`config.mk`:
```
export PLATFORM = sky130hd
export DESIGN_NAME = sge_energy
export DESIGN_NICKNAME = d
export VERILOG_FILES = /design/src/hw/rtl/assert_macros.svh /design/src/hw/rtl/sge_pkg.sv /design/src/hw/rtl/sge_energy.sv
export SDC_FILE = /design/constraint.sdc
export NUM_CORES = 1
export LEC_CHECK = 0
export BUFFER_PORTS_ARGS = -buffer_cell sky130_fd_sc_hd__buf_2
export CELL_PAD_IN_SITES_DETAIL_PLACEMENT = 0
export CELL_PAD_IN_SITES_GLOBAL_PLACEMENT = 1
export CORE_UTILIZATION = 40
export DETAILED_ROUTE_END_ITERATION = 16
export MAX_ROUTING_LAYER = met4
export PLACE_DENSITY_LB_ADDON = 0.1
export SYNTH_ARGS = -nofsm -noshare
export SYNTH_HDL_FRONTEND = slang
export SYNTH_SLANG_ARGS = --single-unit
```
`constraint.sdc`:
```
create_clock -name vclk -period 17.4
set_clock_uncertainty 0.1 [all_clocks]
set_input_delay 0.87 -clock vclk [all_inputs]
set_output_delay 0.87 -clock vclk [all_outputs]
set_load 0.01 [all_outputs]
```
`src/hw/rtl/assert_macros.svh`:
```
// Assertion macros shared by the sobel gradient energy RTL.
// No dependencies; define SYNTH to compile the checks away.
`ifndef ASSERT_MACROS_SVH
`define ASSERT_MACROS_SVH

`ifndef SYNTH
// Property must hold at every rising clock edge outside reset.
`define SGE_ASSERT(lbl, clk, rst_n, prop) \
  lbl: assert property (@(posedge clk) disable iff (!rst_n) (prop)) \
    else $error("sge assertion failed");
// Consequent must hold in the cycle after the antecedent.
`define SGE_ASSERT_NEXT(lbl, clk, rst_n, ante, cons) \
  lbl: assert property (@(posedge clk) disable iff (!rst_n) (ante) |=> (cons)) \
    else $error("sge assertion failed");
`else
`define SGE_ASSERT(lbl, clk, rst_n, prop)
`define SGE_ASSERT_NEXT(lbl, clk, rst_n, ante, cons)
`endif

`endif

```
`src/hw/rtl/sge_pkg.sv`:
```
// Shared types and constants of the sobel gradient energy block.
// No dependencies; imported by every module of the block.
`default_nettype none

package sge_pkg;

  localparam int SAMPLE_BITS       = 8;
  localparam int CHANNELS          = 3;
  localparam int MAX_WIDTH_DEFAULT = 1024;
  localparam int HEIGHT_LIMIT      = 4096;

  localparam int WIDTH_REG_BITS  = 11;
  localparam int HEIGHT_REG_BITS = 13;
  localparam int CFG_DATA_BITS   = 13;
  localparam int CFG_INDEX_BITS  = 2;
  localparam int ROW_BITS        = 13;
  localparam int OUT_COL_BITS    = 10;
  localparam int OUT_ROW_BITS    = 12;
  localparam int SUM_BITS        = SAMPLE_BITS + 2;
  localparam int ENERGY_BITS     = SAMPLE_BITS + 3;

  localparam logic [CFG_INDEX_BITS-1:0] CFG_IMAGE_WIDTH  = 2'd0;
  localparam logic [CFG_INDEX_BITS-1:0] CFG_IMAGE_HEIGHT = 2'd1;

  localparam logic [WIDTH_REG_BITS-1:0]  IMAGE_WIDTH_RESET  = 11'd640;
  localparam logic [HEIGHT_REG_BITS-1:0] IMAGE_HEIGHT_RESET = 13'd480;

  typedef logic [SAMPLE_BITS-1:0] sample_t;
  typedef sample_t [CHANNELS-1:0] pixel_t;
  // Rows 0..2 top to bottom, columns 0..2 left to right.
  typedef pixel_t [2:0][2:0] window_t;
  typedef logic [ENERGY_BITS-1:0] energy_t;
  typedef energy_t [CHANNELS-1:0] energies_t;

  typedef struct packed {
    sample_t red;
    sample_t green;
    sample_t blue;
    logic    flush;
  } in_item_t;

  typedef struct packed {
    energy_t                 energy_red;
    energy_t                 energy_green;
    energy_t                 energy_blue;
    logic [OUT_COL_BITS-1:0] column;
    logic [OUT_ROW_BITS-1:0] row;
    logic                    frame_end;
  } out_item_t;

  // Position and neighbor mask of the pixel whose result an item completes.
  typedef struct packed {
    logic                    emit;
    logic                    last;
    logic                    nb_top;
    logic                    nb_bot;
    logic                    nb_lft;
    logic                    nb_rgt;
    logic [OUT_COL_BITS-1:0] column;
    logic [OUT_ROW_BITS-1:0] row;
  } pos_tag_t;

endpackage

`default_nettype wire

```
`src/hw/rtl/sge_energy.sv`:
```
// Per-channel |Gx| + |Gy| over the window, outside neighbors forced to zero.
// Depends on sge_pkg.
`default_nettype none

module sge_energy (
  input  wire sge_pkg::window_t  win,
  input  wire sge_pkg::pos_tag_t tag,
  output sge_pkg::energies_t     energy
);
  import sge_pkg::*;

  always_comb begin
    logic [SUM_BITS-1:0] tl, tm, tr, ml, mr, bl, bm, br;
    logic [SUM_BITS-1:0] sa, sb, gx, gy;
    for (int k = 0; k < CHANNELS; k++) begin
      tl = (tag.nb_top && tag.nb_lft) ? SUM_BITS'(win[0][0][k]) : '0;
      tm = tag.nb_top                 ? SUM_BITS'(win[0][1][k]) : '0;
      tr = (tag.nb_top && tag.nb_rgt) ? SUM_BITS'(win[0][2][k]) : '0;
      ml = tag.nb_lft                 ? SUM_BITS'(win[1][0][k]) : '0;
      mr = tag.nb_rgt                 ? SUM_BITS'(win[1][2][k]) : '0;
      bl = (tag.nb_bot && tag.nb_lft) ? SUM_BITS'(win[2][0][k]) : '0;
      bm = tag.nb_bot                 ? SUM_BITS'(win[2][1][k]) : '0;
      br = (tag.nb_bot && tag.nb_rgt) ? SUM_BITS'(win[2][2][k]) : '0;

      sa = tl + (tm << 1) + tr;
      sb = bl + (bm << 1) + br;
      gy = (sa > sb) ? sa - sb : sb - sa;

      sa = tl + (ml << 1) + bl;
      sb = tr + (mr << 1) + br;
      gx = (sa > sb) ? sa - sb : sb - sa;

      energy[k] = ENERGY_BITS'(gx) + ENERGY_BITS'(gy);
    end
  end

endmodule

`default_nettype wire

```
==> qor.txt <==
Antenna violations before repair = 0
CP max stage cell = and2_1
Final hold slack = 2.63 ns
Startpoint Class = primary input
GP Congestion = 0.910
Area Growth Syn to Fin = 11.7%
RSZ-0062 raised after global routing = no
Clock power share = 0%
P_int = 0.890 mW
CORE AREA = 0.0328 sq mm
Router iterations before antenna repair = 5
YS warnings = 0
CP most frequent cell = a21oi_1
Synthesized area = 0.0134 sq mm
Setup CP Type = in2out
Vias = 12200
Final max-slew violation count = 0
Logic pwr share = 100.0%
Seq cells = 0
IO Pins = 277
Commonest cells in the netlist = 270 x ha_1, 250 x inv_1, 142 x nand2_1, 118 x xnor2_1, 98 x a21oi_1
Static Leak = 8.50 nW
Worst ir drop on vdd = 0.000155 V
DIE AREA = 0.0342 sq mm
Max Fclk = 107 MHz
Synth cell types = 69
Initial DRC Count = 520
Family with the most delay on the worst path = compound AO/OA/AOI/OAI gates
Fin crit share = 53.9%
Placed cell areas = 0.0150 sq mm
Count leader, synth = ha_1
Detailed Route WL = 41100 um
Sequential area share after synthesis = 0%
Post-DP HPWL = 36300 um
Starting Density = 40.9%
CP peak stage delay = 0.66 ns
Hold Path Class = in2out
Status = finished, final reports clean
Register area = 0 sq um
Postcts setup bufs = 0
Vias per inst = 5.12
Cell area after layout = 0.0150 sq mm
Critical path buffer and inverter count = 4
Post-CTS sizing = 0
Tmin final = 9.38 ns
Final worst setup slack = 8.02 ns
Nets = 2548
Port bufs = 229
Pwr Total = 2.06 mW
Top cells by area, synth = ha_1 25%, fa_1 14%, xnor2_1 7.7%
CTS Hold Bufs = 0
Wire length of the first global-routing pass = 63300 um
Leading area contributor after synthesis = ha_1
Clock buffers = 0
# setup viols final = 0
Setup TNS = 0 ns
Worst EP required = 16.43 ns
CP Capture Type = output pin
Number of global-route vias before repair = 12000
# DRC = 0
# rows = 66
Cells after DPL = 2382
Core Util, Final = 45.7%
P per Cell Area = 138 mW/mm^2
Non-filler cells, final = 2383
Proportion of netlist area held by the largest area contributor = 25.2%
Share of layout cells above drive strength 1 = 14.5%
Crit-path max FO = 41
Crit path DAT = 8.41 ns
Final Hold Fails = 0
Chip height = 185 um
GRT Total Usage = 24.5%
Cell count after synthesis = 1750
Largest net degree at the start of global routing = 55
Measured slew at the worst slew-check pin = 0.874 ns
Max_cap viols = 0
Routed Antenna Nets = 0
Grt ovf = 0
Syn_nets = 2356
Worst slack, placed = 7.99 ns
Switching Fraction = 56.9%
Syn Area/Cell = 7.66 sq um
Per-cell routed wire length = 17.3 um
Sw power = 1.17 mW
Die W = 185 um
Slew HR = 41.7%
Flop pwr share = 0%
-- cell usage in the layout (no fill, tap or decap), drive strengths merged, types with 48 or more instances in the layout --
master  instances
and2           69
buf           239
a21oi          98
o21ai          64
nand2         142
fa             92
nor2           94
and3           48
inv           250
xor2           71
xnor2         118
ha            270
a21o           63
-- power groups by stage --
stage                     registers (mW)  clock network [mW]  logic, mW
after floorplan                        0                   0       1.44
after global placement                 0                   0       2.05
after detailed placement               0                   0       2.06
after CTS                              0                   0       2.08
after global routing                   0                   0       2.30
final                                  0       0.00000000556       2.06
-- layout make-up --
class / instances / area [sq um]
Antenna cell: 1 / 2.50
Fill cell: 3442 / 17800
Inverter: 250 / 938
Multi-Input combinational cell: 1451 / 12300
Tap cell: 442 / 553
Timing Repair Buffer: 239 / 1220
-- logic make-up (layout without fill, tap and decap cells) --
family	after synthesis	count (layout)	synth area share (%)
simple gates	485	485	18.0
other cells	0	1	0
xor+xnor	189	189	12.3
mux	45	45	3.42
compound gates	370	370	18.6
buf+inv	299	489	8.62
fa+ha+maj	362	362	38.9
-- worst paths after layout --
check             slack (ns)  cells after the start    endpoint    start
hold / removal          2.63                      7  energy[11]  win[56]
setup / recovery        8.02                     27  energy[30]  tag[23]
-- metal layers --
| layer | track usage [%] | wire length [um] | vias up |
|---|---|---|---|
| met5 | - | 0 | - |
| met4 | 4.50 | 856 | 0 |
| met3 | 1.99 | 1560 | 36 |
| met2 | 42.6 | 19700 | 231 |
| met1 | 31.0 | 18900 | 5676 |
| li1 | - | - | 6268 |
-- worst min-delay path: cells and delay by family --
kind          cells  cell delay, ns
simple gates      1            0.19
buf+inv           3            0.25
fa+ha+maj         3            0.54
No activity file was read; power rests on OpenSTA's default activity.
