===== src/hw/rtl/assert_macros.svh =====
// Assertion macros shared by the sobel gradient energy RTL.
// No dependencies; define SYNTH to compile the checks away.
`ifndef ASSERT_MACROS_SVH
`define ASSERT_MACROS_SVH

`ifndef SYNTH
// Property must hold at every rising clock edge outside reset.
`define SGE_ASSERT(lbl, clk, rst_n, prop) \
  lbl: assert property (@(posedge clk) disable iff (!rst_n) (prop)) \
    else $error("sge assertion failed");
// Consequent must hold in the cycle after the antecedent.
`define SGE_ASSERT_NEXT(lbl, clk, rst_n, ante, cons) \
  lbl: assert property (@(posedge clk) disable iff (!rst_n) (ante) |=> (cons)) \
    else $error("sge assertion failed");
`else
`define SGE_ASSERT(lbl, clk, rst_n, prop)
`define SGE_ASSERT_NEXT(lbl, clk, rst_n, ante, cons)
`endif

`endif


===== src/hw/rtl/sge_pkg.sv =====
// Shared types and constants of the sobel gradient energy block.
// No dependencies; imported by every module of the block.
`default_nettype none

package sge_pkg;

  localparam int SAMPLE_BITS       = 8;
  localparam int CHANNELS          = 3;
  localparam int MAX_WIDTH_DEFAULT = 1024;
  localparam int HEIGHT_LIMIT      = 4096;

  localparam int WIDTH_REG_BITS  = 11;
  localparam int HEIGHT_REG_BITS = 13;
  localparam int CFG_DATA_BITS   = 13;
  localparam int CFG_INDEX_BITS  = 2;
  localparam int ROW_BITS        = 13;
  localparam int OUT_COL_BITS    = 10;
  localparam int OUT_ROW_BITS    = 12;
  localparam int SUM_BITS        = SAMPLE_BITS + 2;
  localparam int ENERGY_BITS     = SAMPLE_BITS + 3;

  localparam logic [CFG_INDEX_BITS-1:0] CFG_IMAGE_WIDTH  = 2'd0;
  localparam logic [CFG_INDEX_BITS-1:0] CFG_IMAGE_HEIGHT = 2'd1;

  localparam logic [WIDTH_REG_BITS-1:0]  IMAGE_WIDTH_RESET  = 11'd640;
  localparam logic [HEIGHT_REG_BITS-1:0] IMAGE_HEIGHT_RESET = 13'd480;

  typedef logic [SAMPLE_BITS-1:0] sample_t;
  typedef sample_t [CHANNELS-1:0] pixel_t;
  // Rows 0..2 top to bottom, columns 0..2 left to right.
  typedef pixel_t [2:0][2:0] window_t;
  typedef logic [ENERGY_BITS-1:0] energy_t;
  typedef energy_t [CHANNELS-1:0] energies_t;

  typedef struct packed {
    sample_t red;
    sample_t green;
    sample_t blue;
    logic    flush;
  } in_item_t;

  typedef struct packed {
    energy_t                 energy_red;
    energy_t                 energy_green;
    energy_t                 energy_blue;
    logic [OUT_COL_BITS-1:0] column;
    logic [OUT_ROW_BITS-1:0] row;
    logic                    frame_end;
  } out_item_t;

  // Position and neighbor mask of the pixel whose result an item completes.
  typedef struct packed {
    logic                    emit;
    logic                    last;
    logic                    nb_top;
    logic                    nb_bot;
    logic                    nb_lft;
    logic                    nb_rgt;
    logic [OUT_COL_BITS-1:0] column;
    logic [OUT_ROW_BITS-1:0] row;
  } pos_tag_t;

endpackage

`default_nettype wire


===== src/hw/rtl/sge_ctrl.sv =====
// Frame geometry registers and raster position tracking.
// Depends on sge_pkg and assert_macros.svh.
`default_nettype none
`include "assert_macros.svh"

module sge_ctrl #(
  parameter int  MAX_WIDTH = sge_pkg::MAX_WIDTH_DEFAULT,
  localparam int COL_W     = $clog2(MAX_WIDTH)
) (
  input  wire logic                               clk,
  input  wire logic                               rst_n,
  input  wire logic                               cfg_valid,
  input  wire logic [sge_pkg::CFG_INDEX_BITS-1:0] cfg_index,
  input  wire logic [sge_pkg::CFG_DATA_BITS-1:0]  cfg_data,
  input  wire logic                               accept,
  input  wire logic                               flush,
  output logic      [COL_W-1:0]                   rd_col,
  output logic                                    zero_px,
  output sge_pkg::pos_tag_t                       tag
);
  import sge_pkg::*;

  localparam int PW = (COL_W + 1 > WIDTH_REG_BITS) ? COL_W + 1 : WIDTH_REG_BITS;
  localparam logic [PW-1:0]              W_MAX = PW'(MAX_WIDTH);
  localparam logic [HEIGHT_REG_BITS-1:0] H_MAX = HEIGHT_REG_BITS'(HEIGHT_LIMIT);

  logic [WIDTH_REG_BITS-1:0]  width_r, width_nxt;
  logic [HEIGHT_REG_BITS-1:0] height_r, height_nxt;
  logic [COL_W-1:0]           col_r, col_nxt;
  logic [ROW_BITS-1:0]        row_r, row_nxt;

  logic [PW-1:0]              w_ext, w_eff, col_pe, col_inc, qc;
  logic [HEIGHT_REG_BITS-1:0] h_eff;
  logic [COL_W-1:0]           col;
  logic [ROW_BITS-1:0]        qr, row_step;
  logic                       emit_raw, emit, last;

  always_comb begin
    width_nxt  = width_r;
    height_nxt = height_r;
    if (cfg_valid) begin
      unique case (cfg_index)
        CFG_IMAGE_WIDTH:  width_nxt  = cfg_data[WIDTH_REG_BITS-1:0];
        CFG_IMAGE_HEIGHT: height_nxt = cfg_data[HEIGHT_REG_BITS-1:0];
        default: ;
      endcase
    end
  end

  always_comb begin
    w_ext = PW'(width_r);
    if (w_ext == '0) begin
      w_eff = PW'(1);
    end else if (w_ext > W_MAX) begin
      w_eff = W_MAX;
    end else begin
      w_eff = w_ext;
    end
    if (height_r == '0) begin
      h_eff = HEIGHT_REG_BITS'(1);
    end else if (height_r > H_MAX) begin
      h_eff = H_MAX;
    end else begin
      h_eff = height_r;
    end

    // a column left over from a wider frame restarts the row
    col    = (PW'(col_r) >= w_eff) ? '0 : col_r;
    col_pe = PW'(col);

    // the pixel whose lower-right neighbor is the current item
    if (col != '0) begin
      emit_raw = (row_r != '0);
      qc       = col_pe - PW'(1);
      qr       = row_r - ROW_BITS'(1);
    end else begin
      emit_raw = (row_r >= ROW_BITS'(2));
      qc       = w_eff - PW'(1);
      qr       = row_r - ROW_BITS'(2);
    end
    emit = emit_raw && (qr < h_eff);
    last = emit && (qr == h_eff - HEIGHT_REG_BITS'(1)) && (qc == w_eff - PW'(1));

    tag.emit   = emit;
    tag.last   = last;
    tag.nb_top = (qr != '0);
    tag.nb_bot = ({1'b0, qr} + 14'd1) < {1'b0, h_eff};
    tag.nb_lft = (qc != '0);
    tag.nb_rgt = (qc + PW'(1)) < w_eff;
    tag.column = qc[OUT_COL_BITS-1:0];
    tag.row    = qr[OUT_ROW_BITS-1:0];

    zero_px = flush || (row_r >= h_eff);
    rd_col  = col;

    col_inc = col_pe + PW'(1);
    if (col_inc >= w_eff) begin
      col_nxt  = '0;
      row_step = row_r + ROW_BITS'(1);
    end else begin
      col_nxt  = col_inc[COL_W-1:0];
      row_step = row_r;
    end
    row_nxt = row_step;
    if (last) begin
      col_nxt = '0;
      row_nxt = '0;
    end else if ({1'b0, row_step} > ({1'b0, h_eff} + 14'd1)) begin
      // ran past the drain rows: start over without a frame end
      col_nxt = '0;
      row_nxt = '0;
    end
  end

  always_ff @(posedge clk) begin
    if (!rst_n) begin
      width_r  <= IMAGE_WIDTH_RESET;
      height_r <= IMAGE_HEIGHT_RESET;
      col_r    <= '0;
      row_r    <= '0;
    end else begin
      width_r  <= width_nxt;
      height_r <= height_nxt;
      if (accept) begin
        col_r <= col_nxt;
        row_r <= row_nxt;
      end
    end
  end

  `SGE_ASSERT_NEXT(a_frame_restart, clk, rst_n, accept && tag.last, col_r == '0 && row_r == '0)

endmodule

`default_nettype wire


===== config.mk =====
export PLATFORM = sky130hd
export DESIGN_NAME = sge_ctrl
export DESIGN_NICKNAME = d
export VERILOG_FILES = /design/src/hw/rtl/sge_pkg.sv /design/src/hw/rtl/sge_ctrl.sv
export VERILOG_INCLUDE_DIRS = /design/src /design/src/hw/rtl
export SDC_FILE = /design/constraint.sdc
export NUM_CORES = 1
export LEC_CHECK = 0
export BUFFER_PORTS_ARGS = -buffer_cell sky130_fd_sc_hd__buf_4
export CORE_MARGIN = 2
export CORE_UTILIZATION = 60
export CTS_BUF_LIST = sky130_fd_sc_hd__clkbuf_8
export DETAILED_ROUTE_END_ITERATION = 6
export PLACE_DENSITY = 0.89
export SYNTH_ARGS = -nofsm -noshare
export SYNTH_HDL_FRONTEND = slang
export SYNTH_SLANG_ARGS = --single-unit

===== constraint.sdc =====
create_clock -name clk -period 8.6 [get_ports clk]
set_input_delay 1.72 -clock clk [delete_from_list [all_inputs] [get_ports clk]]
set_output_delay 1.72 -clock clk [all_outputs]
set_load 0.05 [all_outputs]

==> qor.csv <==
metric,value,unit
met1 layer wirelength in the final routing,8860,um
crit-path max cell delay,0.53,ns
all-layer global routing usage,33.7,%
final clock skew,0.0130,ns
startpoint kind of the worst setup timing path,register,
half-perimeter wire length after detailed placement,15700,um
depth of the CTS H-tree,2,
measured slew at the worst slew-check pin,1.06,ns
Gate Count Post-Synth,898,
antenna violations before repair,0,
count of endpoints failing setup in the final report,0,
layout-stage area growth over the synthesis result,13.0,%
count of endpoints failing hold in the final timing report,0,
clock buffer depth,2,
post-synth design cell area,6690,um^2
synthesized netlist net count,1018,
number of clock buffers inserted by TritonCTS,5,
Async SR Flop Fraction,0,%
Slew HR,29.2,%
standard-cell rows,38,
number of non-filler instances in the completed layout,1083,
distinct cell type count after synthesis,77,
Place WS,0.554,ns
residual overflow from global routing,0,
Worst Hold Class,register to register,
WL/cell,18.3,um
register area share after synthesis,14.1,%
most used cells in the layout excluding fill and tap cells,"sky130_fd_sc_hd__nand2_1, sky130_fd_sc_hd__ha_1, sky130_fd_sc_hd__buf_4",
Crit-path slowest cell,sky130_fd_sc_hd__or4b_4,
max_cap viols,0,
placed cell count,1070,
class of the most critical setup path,register to output port,
die area,12000,um^2
die width,110,um
starting DRC count in detailed routing,735,
Skew-Pair Late Insertion Delay,0.31,ns
detailed-routed wire length on met2,8750,um
signal arrival time at the worst endpoint,6.45,ns
mean cell area of the mapped netlist,7.45,um^2
"sum of internal, switching and leakage power",0.795,mW
"most used cell, CP",sky130_fd_sc_hd__o21a_1,
gpl congestion,1.02,
number of I/O pins,59,
largest vdd supply drop,0.147,mV
routed via count,6903,
via count of the first global-routing pass,6457,
leakage component of the power,3.43,nW
unrepaired setup endpoints after global routing,no,
crit path capture type,output port,
wire length of the first global-routing pass,31800,um
Root Buffer,sky130_fd_sc_hd__clkbuf_8,
hold slack final,0.552,ns
Yosys warning total,0,
residual antenna-violating net count after detailed routing,0,
total negative slack,0,ns
PD cells,105,nW/um^2
effective utilization at floorplan,61.7,%
maximum number of pins on one net before global-route repair,33,
total DRC errors in the routed layout,0,
final-stage net count,1062,
critical path required time,6.88,ns
final max-slew violation count,0,
worst setup margin,0.433,ns
highest layer used for signal routing,met4,
design area,7560,um^2
per-cell via count in the routed design,6.37,
"leading cell type in the layout, fill and taps excluded",sky130_fd_sc_hd__nand2_1,
total of buffers placed on input and output ports,58,
DP Area,7390,um^2
number of antenna cells inserted,0,
number of storage elements in the synthesis netlist,47,
# fillers,905,
routed wire length,19800,um
routed wire length on met3,1700,um
clock tree from TritonCTS,yes,
largest driver fanout on the critical path,15,
First-pass DRT Iterations,6,
clock sink count,47,
utilization after layout,69.7,%
maximum clock frequency,0.122,GHz
crit path time final,8.17,ns
height of the chip,110,um
main flop type after synthesis,sky130_fd_sc_hd__dfxtp_1,
core area,10800,um^2
share of the clock period used by the worst path,95.0,%
number of synthesized flops with an enable pin,0,
outcome,"complete, no violations",
"CTS clk-pin slew, worst paths",0.08,ns
fraction of layout instances using a drive strength above 1,13.6,%
==> timing repair <==
action | in CTS | in global routing
hold buffers | 0 | 0
endpoints found under the setup margin | 0 | 3
buffers inserted | 0 | 5
resized for setup | 0 | 7
==> metal layers <==
layer  track usage (%)  up-vias
met5                 0        -
met3              5.51       47
li1                  -     3315
met4              10.7        0
met2              52.7      298
met1              47.2     3243
==> synth_stat cells (all sizes together) (4+ instances only) <==
cell type / n / area (um^2)
nand2: 134 / 503
ha: 100 / 1250
nor2: 65 / 246
xnor2: 57 / 499
dfxtp: 47 / 941
nand3: 44 / 220
inv: 38 / 143
clkbuf: 36 / 135
a21oi: 35 / 179
xor2: 29 / 269
a21o: 25 / 188
o21ai: 24 / 124
nor3: 23 / 131
a21boi: 20 / 150
nor4: 20 / 168
o21a: 15 / 113
mux2i: 13 / 130
nand4: 13 / 81.3
nand2b: 12 / 75.1
and2: 11 / 68.8
and3: 11 / 68.8
nor2b: 11 / 68.8
a22o: 9 / 78.8
a31oi: 9 / 56.3
buf: 9 / 41.3
a211oi: 8 / 65.1
a32o: 7 / 70.1
nor3b: 7 / 57.6
o211ai: 5 / 37.5
and3b: 4 / 35.0
o22ai: 4 / 25.0
o31ai: 4 / 30.0
==> power breakdown <==
group          switching [mW]  internal [mW]
Sequential             0.0119          0.223
Combinational           0.260          0.169
Clock                  0.0760         0.0557
==> state kept, by name, indices dropped and copies added (netlist names) <==
register / cells
height_r: 13
w_ext: 11
row_r: 13
col_r: 10
==> kinds of logic (layout without fill, tap and decap cells) <==
logic type	Yosys count	in the layout	synth area share, %
and+or+nand+nor	374	374	28.2
AOI/OAI and AO/OA	192	192	20.3
adders and majority gates	100	100	18.7
xor gates and xnor gates	87	87	11.8
buffers and inverters	84	129	4.83
DFF	47	47	14.1
muxes	14	14	2.11
==> worst max-delay path, delay by kind of cell (launching register included) <==
family	cells	cell delay, ns
AOI/OAI and AO/OA	10	1.84
buffers and inverters	3	0.81
muxes	1	0.29
and+or+nand+nor	9	1.72
DFF	1	0.31
adders and majority gates	4	1.16
==> cell type report <==
cell class	count	area, um^2	share of cell area (%)
Multi-Input combinational cell	767	5590	74.0
Sequential cell	47	941	12.5
Clock inverter	3	16.3	0.215
Timing Repair Buffer	82	616	8.15
Clock buffer	5	68.8	0.911
Tap cell	140	175	2.32
Inverter	39	146	1.94
==> worst paths after layout <==
path	from	endpoint	slack, ns	depth (start not counted)
setup / recovery	w_ext[10]	tag[22]	0.43	27
hold / removal	w_ext[0]	w_ext[0]	0.55	2
hold reg to reg	w_ext[0]	w_ext[0]	0.55	2
setup reg to reg	w_ext[5]	col_r[3]	0.85	35
No activity file was read; power rests on OpenSTA's default activity.
