==> src/hw/rtl/assert_macros.svh <==
// Assertion macros shared by the sobel gradient energy RTL.
// No dependencies; define SYNTH to compile the checks away.
`ifndef ASSERT_MACROS_SVH
`define ASSERT_MACROS_SVH

`ifndef SYNTH
// Property must hold at every rising clock edge outside reset.
`define SGE_ASSERT(lbl, clk, rst_n, prop) \
  lbl: assert property (@(posedge clk) disable iff (!rst_n) (prop)) \
    else $error("sge assertion failed");
// Consequent must hold in the cycle after the antecedent.
`define SGE_ASSERT_NEXT(lbl, clk, rst_n, ante, cons) \
  lbl: assert property (@(posedge clk) disable iff (!rst_n) (ante) |=> (cons)) \
    else $error("sge assertion failed");
`else
`define SGE_ASSERT(lbl, clk, rst_n, prop)
`define SGE_ASSERT_NEXT(lbl, clk, rst_n, ante, cons)
`endif

`endif

==> src/hw/rtl/sge_pkg.sv <==
// Shared types and constants of the sobel gradient energy block.
// No dependencies; imported by every module of the block.
`default_nettype none

package sge_pkg;

  localparam int SAMPLE_BITS       = 8;
  localparam int CHANNELS          = 3;
  localparam int MAX_WIDTH_DEFAULT = 1024;
  localparam int HEIGHT_LIMIT      = 4096;

  localparam int WIDTH_REG_BITS  = 11;
  localparam int HEIGHT_REG_BITS = 13;
  localparam int CFG_DATA_BITS   = 13;
  localparam int CFG_INDEX_BITS  = 2;
  localparam int ROW_BITS        = 13;
  localparam int OUT_COL_BITS    = 10;
  localparam int OUT_ROW_BITS    = 12;
  localparam int SUM_BITS        = SAMPLE_BITS + 2;
  localparam int ENERGY_BITS     = SAMPLE_BITS + 3;

  localparam logic [CFG_INDEX_BITS-1:0] CFG_IMAGE_WIDTH  = 2'd0;
  localparam logic [CFG_INDEX_BITS-1:0] CFG_IMAGE_HEIGHT = 2'd1;

  localparam logic [WIDTH_REG_BITS-1:0]  IMAGE_WIDTH_RESET  = 11'd640;
  localparam logic [HEIGHT_REG_BITS-1:0] IMAGE_HEIGHT_RESET = 13'd480;

  typedef logic [SAMPLE_BITS-1:0] sample_t;
  typedef sample_t [CHANNELS-1:0] pixel_t;
  // Rows 0..2 top to bottom, columns 0..2 left to right.
  typedef pixel_t [2:0][2:0] window_t;
  typedef logic [ENERGY_BITS-1:0] energy_t;
  typedef energy_t [CHANNELS-1:0] energies_t;

  typedef struct packed {
    sample_t red;
    sample_t green;
    sample_t blue;
    logic    flush;
  } in_item_t;

  typedef struct packed {
    energy_t                 energy_red;
    energy_t                 energy_green;
    energy_t                 energy_blue;
    logic [OUT_COL_BITS-1:0] column;
    logic [OUT_ROW_BITS-1:0] row;
    logic                    frame_end;
  } out_item_t;

  // Position and neighbor mask of the pixel whose result an item completes.
  typedef struct packed {
    logic                    emit;
    logic                    last;
    logic                    nb_top;
    logic                    nb_bot;
    logic                    nb_lft;
    logic                    nb_rgt;
    logic [OUT_COL_BITS-1:0] column;
    logic [OUT_ROW_BITS-1:0] row;
  } pos_tag_t;

endpackage

`default_nettype wire

==> src/hw/rtl/sge_window.sv <==
// 3x3 neighborhood register, shifted left one column per pixel.
// Depends on sge_pkg.
`default_nettype none

module sge_window (
  input  wire logic            clk,
  input  wire logic            rst_n,
  input  wire logic            shift,
  input  wire sge_pkg::pixel_t col_top,
  input  wire sge_pkg::pixel_t col_mid,
  input  wire sge_pkg::pixel_t col_bot,
  output sge_pkg::window_t     win
);
  import sge_pkg::*;

  window_t win_r, win_nxt;

  always_comb begin
    for (int r = 0; r < 3; r++) begin
      win_nxt[r][0] = win_r[r][1];
      win_nxt[r][1] = win_r[r][2];
    end
    win_nxt[0][2] = col_top;
    win_nxt[1][2] = col_mid;
    win_nxt[2][2] = col_bot;
  end

  always_ff @(posedge clk) begin
    if (!rst_n) begin
      win_r <= '0;
    end else if (shift) begin
      win_r <= win_nxt;
    end
  end

  assign win = win_r;

endmodule

`default_nettype wire

==> config.mk <==
export PLATFORM = sky130hd
export DESIGN_NAME = sge_window
export DESIGN_NICKNAME = d
export VERILOG_FILES = /design/src/hw/rtl/assert_macros.svh /design/src/hw/rtl/sge_pkg.sv /design/src/hw/rtl/sge_window.sv
export SDC_FILE = /design/constraint.sdc
export NUM_CORES = 1
export LEC_CHECK = 0
export ABC_AREA = 1
export BUFFER_PORTS_ARGS = -buffer_cell sky130_fd_sc_hd__buf_2
export CAP_MARGIN = 20
export CORE_UTILIZATION = 51
export CTS_CLUSTER_SIZE = 14
export DETAILED_ROUTE_END_ITERATION = 10
export PLACE_DENSITY_LB_ADDON = 0.25
export SYNTH_ARGS = -nofsm -noshare
export SYNTH_HDL_FRONTEND = slang
export SYNTH_SLANG_ARGS = --single-unit
export TNS_END_PERCENT = 1
==> constraint.sdc <==
create_clock -name clk -period 0.8 [get_ports clk]
set_input_delay 0 -clock clk [delete_from_list [all_inputs] [get_ports clk]]
set_output_delay 0 -clock clk [all_outputs]
set_load 0.01 [all_outputs]
==> impl_metrics.py, run 1 <==
metrics = {
    "clock_network": {
        "clock-sinks": 216,
        "cts_max_path_buffers": 3,
        "clkLatencyLatePin_ps": 500,
        "ctsRootBufferMaster": "sky130_fd_sc_hd__clkbuf_16",
        "total_clock_buffers_created_by_cts": 23,
        "cts.htree.levels": 1,
        "clk_pin_slew_ps": 70,
        "clock_tree_from_tritoncts": "built",
    },
    "timing": {
        "rsz0062_at_grt": "yes",
        "setup_total_negative_slack_ps": -31570,
        "fin_crit_ps": 980,
        "fmax_mhz": 1020,
        "final_cycle_share_pct": 123,
        "report.final.setup_viol": 217,
        "timing_hold_violations_final": 0,
        "drv_slew": 0,
        "finalWorstSetupSlack_ps": -180,
        "slew_of_the_pin_with_the_lowest_slew_margin_ps": 356,
        "relSlewSlack_pct": 76.3,
        "largest_clock_skew_in_the_final_design_ps": 7.88,
    },
    "synth": {
        "synth_warnings": 0,
        "yosysUniqueCellTypes": 9,
        "syn_area_per_cell_sq_um": 6.59,
        "netlist_instances": 1368,
        "synthesized_netlist_net_count": 1443,
        "synthesis.area_sq_um": 9010,
        "yosysSeqAreaShare_pct": 48.0,
        "ys_seq_elements": 216,
    },
    "critical_path": {
        "critical_path_arrival_ps": 980,
        "worst-r2r-setup-slack_ps": -70,
        "cp-end-kind": "output port",
        "critical-path-slowest-cell": "sky130_fd_sc_hd__dfxtp_4",
        "worstPathCellList": "buf_6",
        "crit_path_max_incr_delay_ps": 360,
        "r2r-start": "win[180]$_SDFFE_PN0P_",
        "timing.critical_path.from_type": "flop",
        "regToRegEndpoint": "win[156]$_SDFFE_PN0P_",
        "cp_data_required_time_ps": 800,
        "critical_path.n_buffers_inverters": 1,
        "ff2ff_path_depth": 5,
        "worst_path_dominant_cell_family": "flip-flops",
        "crit_type": "flop to output port",
        "path_max_fanout": 3,
    },
    "run_status": {
        "violations": "negative setup slack",
        "outcome": "finished with violations",
    },
    "hold_path": {
        "min_delay_worst_endpoint": "win[188]$_SDFFE_PN0P_",
        "worst_hold_path.num_cells": 4,
        "worstHoldStart": "shift",
        "hold_path.class": "input pin to flop",
    },
    "placement": {
        "placed_cell_area_sq_um": 10400,
        "dp_worst_setup_slack_ps": -17.9,
        "port_buffers": 290,
        "gpl.final_weighted_congestion": 0.849,
        "numPlacedInstances": 1835,
        "hpwlAfterDp_um": 14400,
    },
    "global_route": {
        "overflow_after_grt": 0,
        "grt_antenna_before_repair": 0,
        "grt_pass1_vias": 8989,
        "grt_max_degree": 62,
        "first_pass_grt_wire_length_um": 42500,
        "grtUsageTotal_pct": 28.8,
    },
    "routing": {
        "drt-initial-drc-count": 452,
        "detail_route.drc_violations": 0,
        "wl_per_instance_um": 13.7,
        "detailroute.via_count": 9165,
        "drt_pre_antenna_iters": 5,
        "antenna_left": 0,
        "routed_wirelength_um": 27100,
        "viasPerCell": 4.64,
    },
    "pwr": {
        "cellPowerDensity_nw_per_um2": 2090,
        "irDropWorstVdd_mv": 1.93,
        "total_power_mw": 28.9,
        "leakage_nw": 7.31,
    },
    "die": {
        "fp.dieArea_sq_um": 18200,
        "fp.coreArea_sq_um": 17300,
        "io_pins": 291,
        "fp.dieW_um": 135,
        "row_cnt": 48,
        "floorplan.die.height_um": 135,
        "starting_utilization_of_the_core_area_pct": 52.1,
    },
    "cells_and_area": {
        "layout-area-overhead-vs-synth_pct": 53.9,
        "n_antenna_cell": 0,
        "final_design_area_no_fill_sq_um": 13900,
        "final_net_count": 1811,
        "drive_above_1_share_pct": 34.2,
        "largest_reg_flops": 216,
        "fin_cells": 1977,
    },
    "run": {
        "max-cap-violations": 0,
    },
}
-- layout by cell type, fill, tap and decap left out --
master,instances
sky130_fd_sc_hd__dfxtp_2,206
sky130_fd_sc_hd__nor2_2,3
sky130_fd_sc_hd__clkbuf_16,23
sky130_fd_sc_hd__inv_2,4
sky130_fd_sc_hd__clkinvlp_4,2
sky130_fd_sc_hd__buf_4,40
sky130_fd_sc_hd__bufinv_16,6
sky130_fd_sc_hd__clkbuf_1,4
sky130_fd_sc_hd__inv_1,212
sky130_fd_sc_hd__dfxtp_4,10
sky130_fd_sc_hd__buf_16,1
sky130_fd_sc_hd__clkbuf_8,2
sky130_fd_sc_hd__buf_8,2
sky130_fd_sc_hd__nand2_1,432
sky130_fd_sc_hd__buf_6,217
sky130_fd_sc_hd__clkinv_2,4
sky130_fd_sc_hd__dlygate4sd3_1,73
sky130_fd_sc_hd__buf_12,8
sky130_fd_sc_hd__dlymetal6s4s_1,2
sky130_fd_sc_hd__nor2_1,429
sky130_fd_sc_hd__buf_2,72
-- repair_timing --
| action | in CTS | in global routing |
|---|---|---|
| setup endpoints to repair | 216 | 305 |
| hold buffers | 75 | 0 |
| hold endpoints to repair | 165 | 0 |
| setup buffers | 26 | 0 |
| gates resized for setup | 442 | 21 |
-- synthesized netlist by cell type, drive strengths merged --
| cell | number | area, sq um |
|---|---|---|
| buf | 69 | 623 |
| clkbuf | 3 | 11.3 |
| dfxtp | 216 | 4320 |
| inv | 216 | 811 |
| nand2 | 432 | 1620 |
| nor2 | 432 | 1620 |
-- power by group --
| group | leakage (nW) | internal, mW | switching [mW] |
|---|---|---|---|
| Sequential | 1.86 | 11.6 | 0.689 |
| Clock | 0.403 | 7.40 | 4.33 |
| Combinational | 5.04 | 2.54 | 2.34 |
| Total | 7.31 | 21.6 | 7.35 |
-- metal layers --
layer  global-route usage, %  share of wire, %  vias up  routed length, um
met5                       0                 0        -                  0
met4                    12.9               4.0        0               1100
met3                    6.72               7.1       87               1930
met2                    54.1                52      321              14000
met1                    30.4                37     4158              10100
li1                        -                 -     4599                  -
-- worst max-delay path by stage --
stage                                     start               endpoint  cells after the start
after global routing      win[211]$_SDFFE_PN0P_               win[211]                      1
after detailed placement                  shift   win[58]$_SDFFE_PN0P_                      5
after CTS                 win[174]$_SDFFE_PN0P_               win[174]                      1
final                      win[39]$_SDFFE_PN0P_                win[39]                      1
after global placement                    shift   win[36]$_SDFFE_PN0P_                      5
after floorplan                           rst_n  win[100]$_SDFFE_PN0P_                      5
-- stage by stage --
stage / util [%] / hold slack, ps
2_1_floorplan: - / 188
3_3_place_gp: 60.2 / 280
3_5_place_dp: 60.2 / 292
4_1_cts: 79.9 / 8.80
5_1_grt: 80.2 / 32.9
6_report: 80.2 / 29.4
-- worst register-to-register path, stage by stage, from the launching register on --
cell and delay, ps:
sky130_fd_sc_hd__dfxtp_2 350, sky130_fd_sc_hd__buf_4 120, sky130_fd_sc_hd__inv_1 30, sky130_fd_sc_hd__nand2_1 70, sky130_fd_sc_hd__nand2_1 90, sky130_fd_sc_hd__nor2_1 120
-- logic make-up (layout without fill, tap and decap cells) --
group,Yosys count,count (layout),share of synthesized area [%]
simple gates,864,864,36.0
buf+inv,288,672,16.0
flops,216,216,48.0
-- final cells by class --
class,instances,area [sq um]
fill,1018,3420
sequential,216,4620
inverter,216,811
clock inverter,12,215
clock buffer,29,618
timing repair buffer,415,4080
multi-input combinational,864,3250
tap,225,282
Power figures use the tool's default switching activity.
==> run 2: changes to the inputs <==
Settings changed: CORE_MARGIN set to 1.5, REMOVE_ABC_BUFFERS set to 1.
==> impl_metrics.py, run 2 (synthesis gave the netlist of run 1 again) <==
metrics = {
    "run_status": {
        "outcome": "finished with violations",
        "violations": "negative setup slack",
    },
    "critical_path": {
        "cp-end-kind": "output port",
        "critical_path.n_buffers_inverters": 1,
        "critical-path-slowest-cell": "sky130_fd_sc_hd__dfxtp_2",
        "critical_path_arrival_ps": 990,
        "worstPathCellList": "buf_6",
        "crit_type": "flop to output port",
        "cp_data_required_time_ps": 800,
        "path_max_fanout": 3,
        "timing.critical_path.from_type": "flop",
        "crit_path_max_incr_delay_ps": 380,
        "worst_path_dominant_cell_family": "flip-flops",
    },
    "hold_path": {
        "hold_path.class": "input pin to flop",
    },
    "pwr": {
        "leakage_nw": 7.20,
        "power.combinational.fraction_pct": 17.6,
        "internal_power_mw": 20.1,
        "cellPowerDensity_nw_per_um2": 2000,
        "pwr-share-clk_pct": 37.3,
        "p_sw_mw": 7.19,
        "irDropWorstVdd_mv": 1.57,
        "power.share.sequential_pct": 45.1,
        "swShare_pct": 26.3,
    },
    "placement": {
        "placed_cell_area_sq_um": 10400,
        "gpl.final_weighted_congestion": 0.780,
        "hpwlAfterDp_um": 13700,
        "dp_worst_setup_slack_ps": -32.7,
        "port_buffers": 290,
    },
    "timing": {
        "largest_clock_skew_in_the_final_design_ps": 7.09,
        "report.final.setup_viol": 219,
        "slew_of_the_pin_with_the_lowest_slew_margin_ps": 277,
        "drv_slew": 0,
        "final_cycle_share_pct": 123,
        "finalWorstSetupSlack_ps": -188,
        "relSlewSlack_pct": 81.5,
        "fmax_mhz": 1010,
        "fin_crit_ps": 988,
        "timing_hold_violations_final": 0,
        "rsz0062_at_grt": "yes",
    },
    "cells_and_area": {
        "final_net_count": 1801,
        "most-common-layout-cells": "431 x sky130_fd_sc_hd__nand2_1, 430 x sky130_fd_sc_hd__nor2_1, 218 x sky130_fd_sc_hd__buf_6",
        "largest_reg_flops": 216,
        "final_design_area_no_fill_sq_um": 13700,
        "layout.cells.most_common": "sky130_fd_sc_hd__nand2_1",
        "drive_above_1_share_pct": 33.7,
        "layout-area-overhead-vs-synth_pct": 51.7,
        "final_core_utilization_pct": 79.0,
    },
    "clock_network": {
        "clk_pin_slew_ps": 70,
        "clock-sinks": 216,
        "ctsRootBufferMaster": "sky130_fd_sc_hd__clkbuf_16",
        "cts_max_path_buffers": 3,
        "total_clock_buffers_created_by_cts": 23,
        "cts.htree.levels": 1,
        "clock_tree_from_tritoncts": "built",
        "clkLatencyLatePin_ps": 500,
    },
    "global_route": {
        "overflow_after_grt": 0,
        "grt_antenna_before_repair": 0,
        "grt_pass1_vias": 8491,
        "grt_max_degree": 70,
        "grtUsageTotal_pct": 27.4,
        "first_pass_grt_wire_length_um": 41000,
    },
    "run": {
        "max-cap-violations": 0,
    },
    "routing": {
        "antenna_left": 0,
        "detail_route.drc_violations": 0,
        "drt-initial-drc-count": 472,
        "routed_wirelength_um": 27000,
        "wl_per_instance_um": 13.7,
        "drt_pre_antenna_iters": 7,
        "detailroute.via_count": 9107,
        "viasPerCell": 4.63,
    },
    "die": {
        "io_pins": 291,
        "fp.coreArea_sq_um": 17300,
        "fp.dieW_um": 136,
        "fp.dieArea_sq_um": 18500,
        "starting_utilization_of_the_core_area_pct": 52.1,
        "row_cnt": 48,
        "floorplan.die.height_um": 136,
    },
}
[run 2: cell types whose count changed in the layout (fill, tap and decap cells not counted), moves of 2 or more]
cell / previous run / this run
sky130_fd_sc_hd__bufinv_16: 6 / 0
sky130_fd_sc_hd__buf_4: 40 / 31
sky130_fd_sc_hd__clkbuf_1: 4 / 8
sky130_fd_sc_hd__clkinv_2: 4 / 0
sky130_fd_sc_hd__clkbuf_8: 2 / 8
sky130_fd_sc_hd__clkinvlp_4: 2 / 0
[run 2: metrics by stage]
| stage | total power, mW | TNS (ps) | hold slack [ps] | std cells |
|---|---|---|---|---|
| CTS | 27.2 | -33910 | 0.210 | 1964 |
| floorplan | 13.8 | 0 | 120 | 1296 |
| global placement | 15.5 | -55.7 | 277 | 1833 |
| detailed placement | 15.6 | -349 | 289 | 1833 |
| global route | 28.5 | -37700 | 32.4 | 1965 |
| finish | 27.3 | -30770 | 24.8 | 1966 |
[run 2: path summary, 6_finish.rpt]
path | startpoint | end | slack, ps | cells past startpoint
setup / recovery | win[138]$_SDFFE_PN0P_ | win[138] | -190 | 1
hold / removal | shift | win[42]$_SDFFE_PN0P_ | 20 | 4
hold reg to reg | win[77]$_SDFFE_PN0P_ | win[77]$_SDFFE_PN0P_ | 480 | 2
setup reg to reg | win[100]$_SDFFE_PN0P_ | win[76]$_SDFFE_PN0P_ | -130 | 5
[run 2: cell type report]
class,count,area (sq um)
inverter,216,811
clock buffer,39,716
sequential,216,4620
tap,225,282
antenna,1,2.50
timing repair buffer,405,3990
multi-input combinational,864,3250
fill,1077,3620
[run 2: layer usage]
metal  part of all wire [%]  track usage, %
met2                     50            49.9
met4                    4.3            12.5
met3                    8.2            7.49
met1                     37            29.5
met5                      0               0
[run 2: repair_timing]
item	in CTS	in global routing
cloned	0	0
gates resized for setup	439	23
hold buffers	74	0
endpoints found under the hold margin	181	0
endpoints found under the setup margin	216	269
pin swaps	0	0
buffers inserted	18	1
[run 2: power groups by stage]
stage / clock network (mW) / logic, mW / registers (mW)
after floorplan: 0 / 1.36 / 12.5
after global placement: 0 / 3.34 / 12.2
after detailed placement: 0 / 3.40 / 12.2
after CTS: 10.3 / 4.59 / 12.3
after global routing: 10.9 / 5.29 / 12.4
final: 10.2 / 4.82 / 12.3
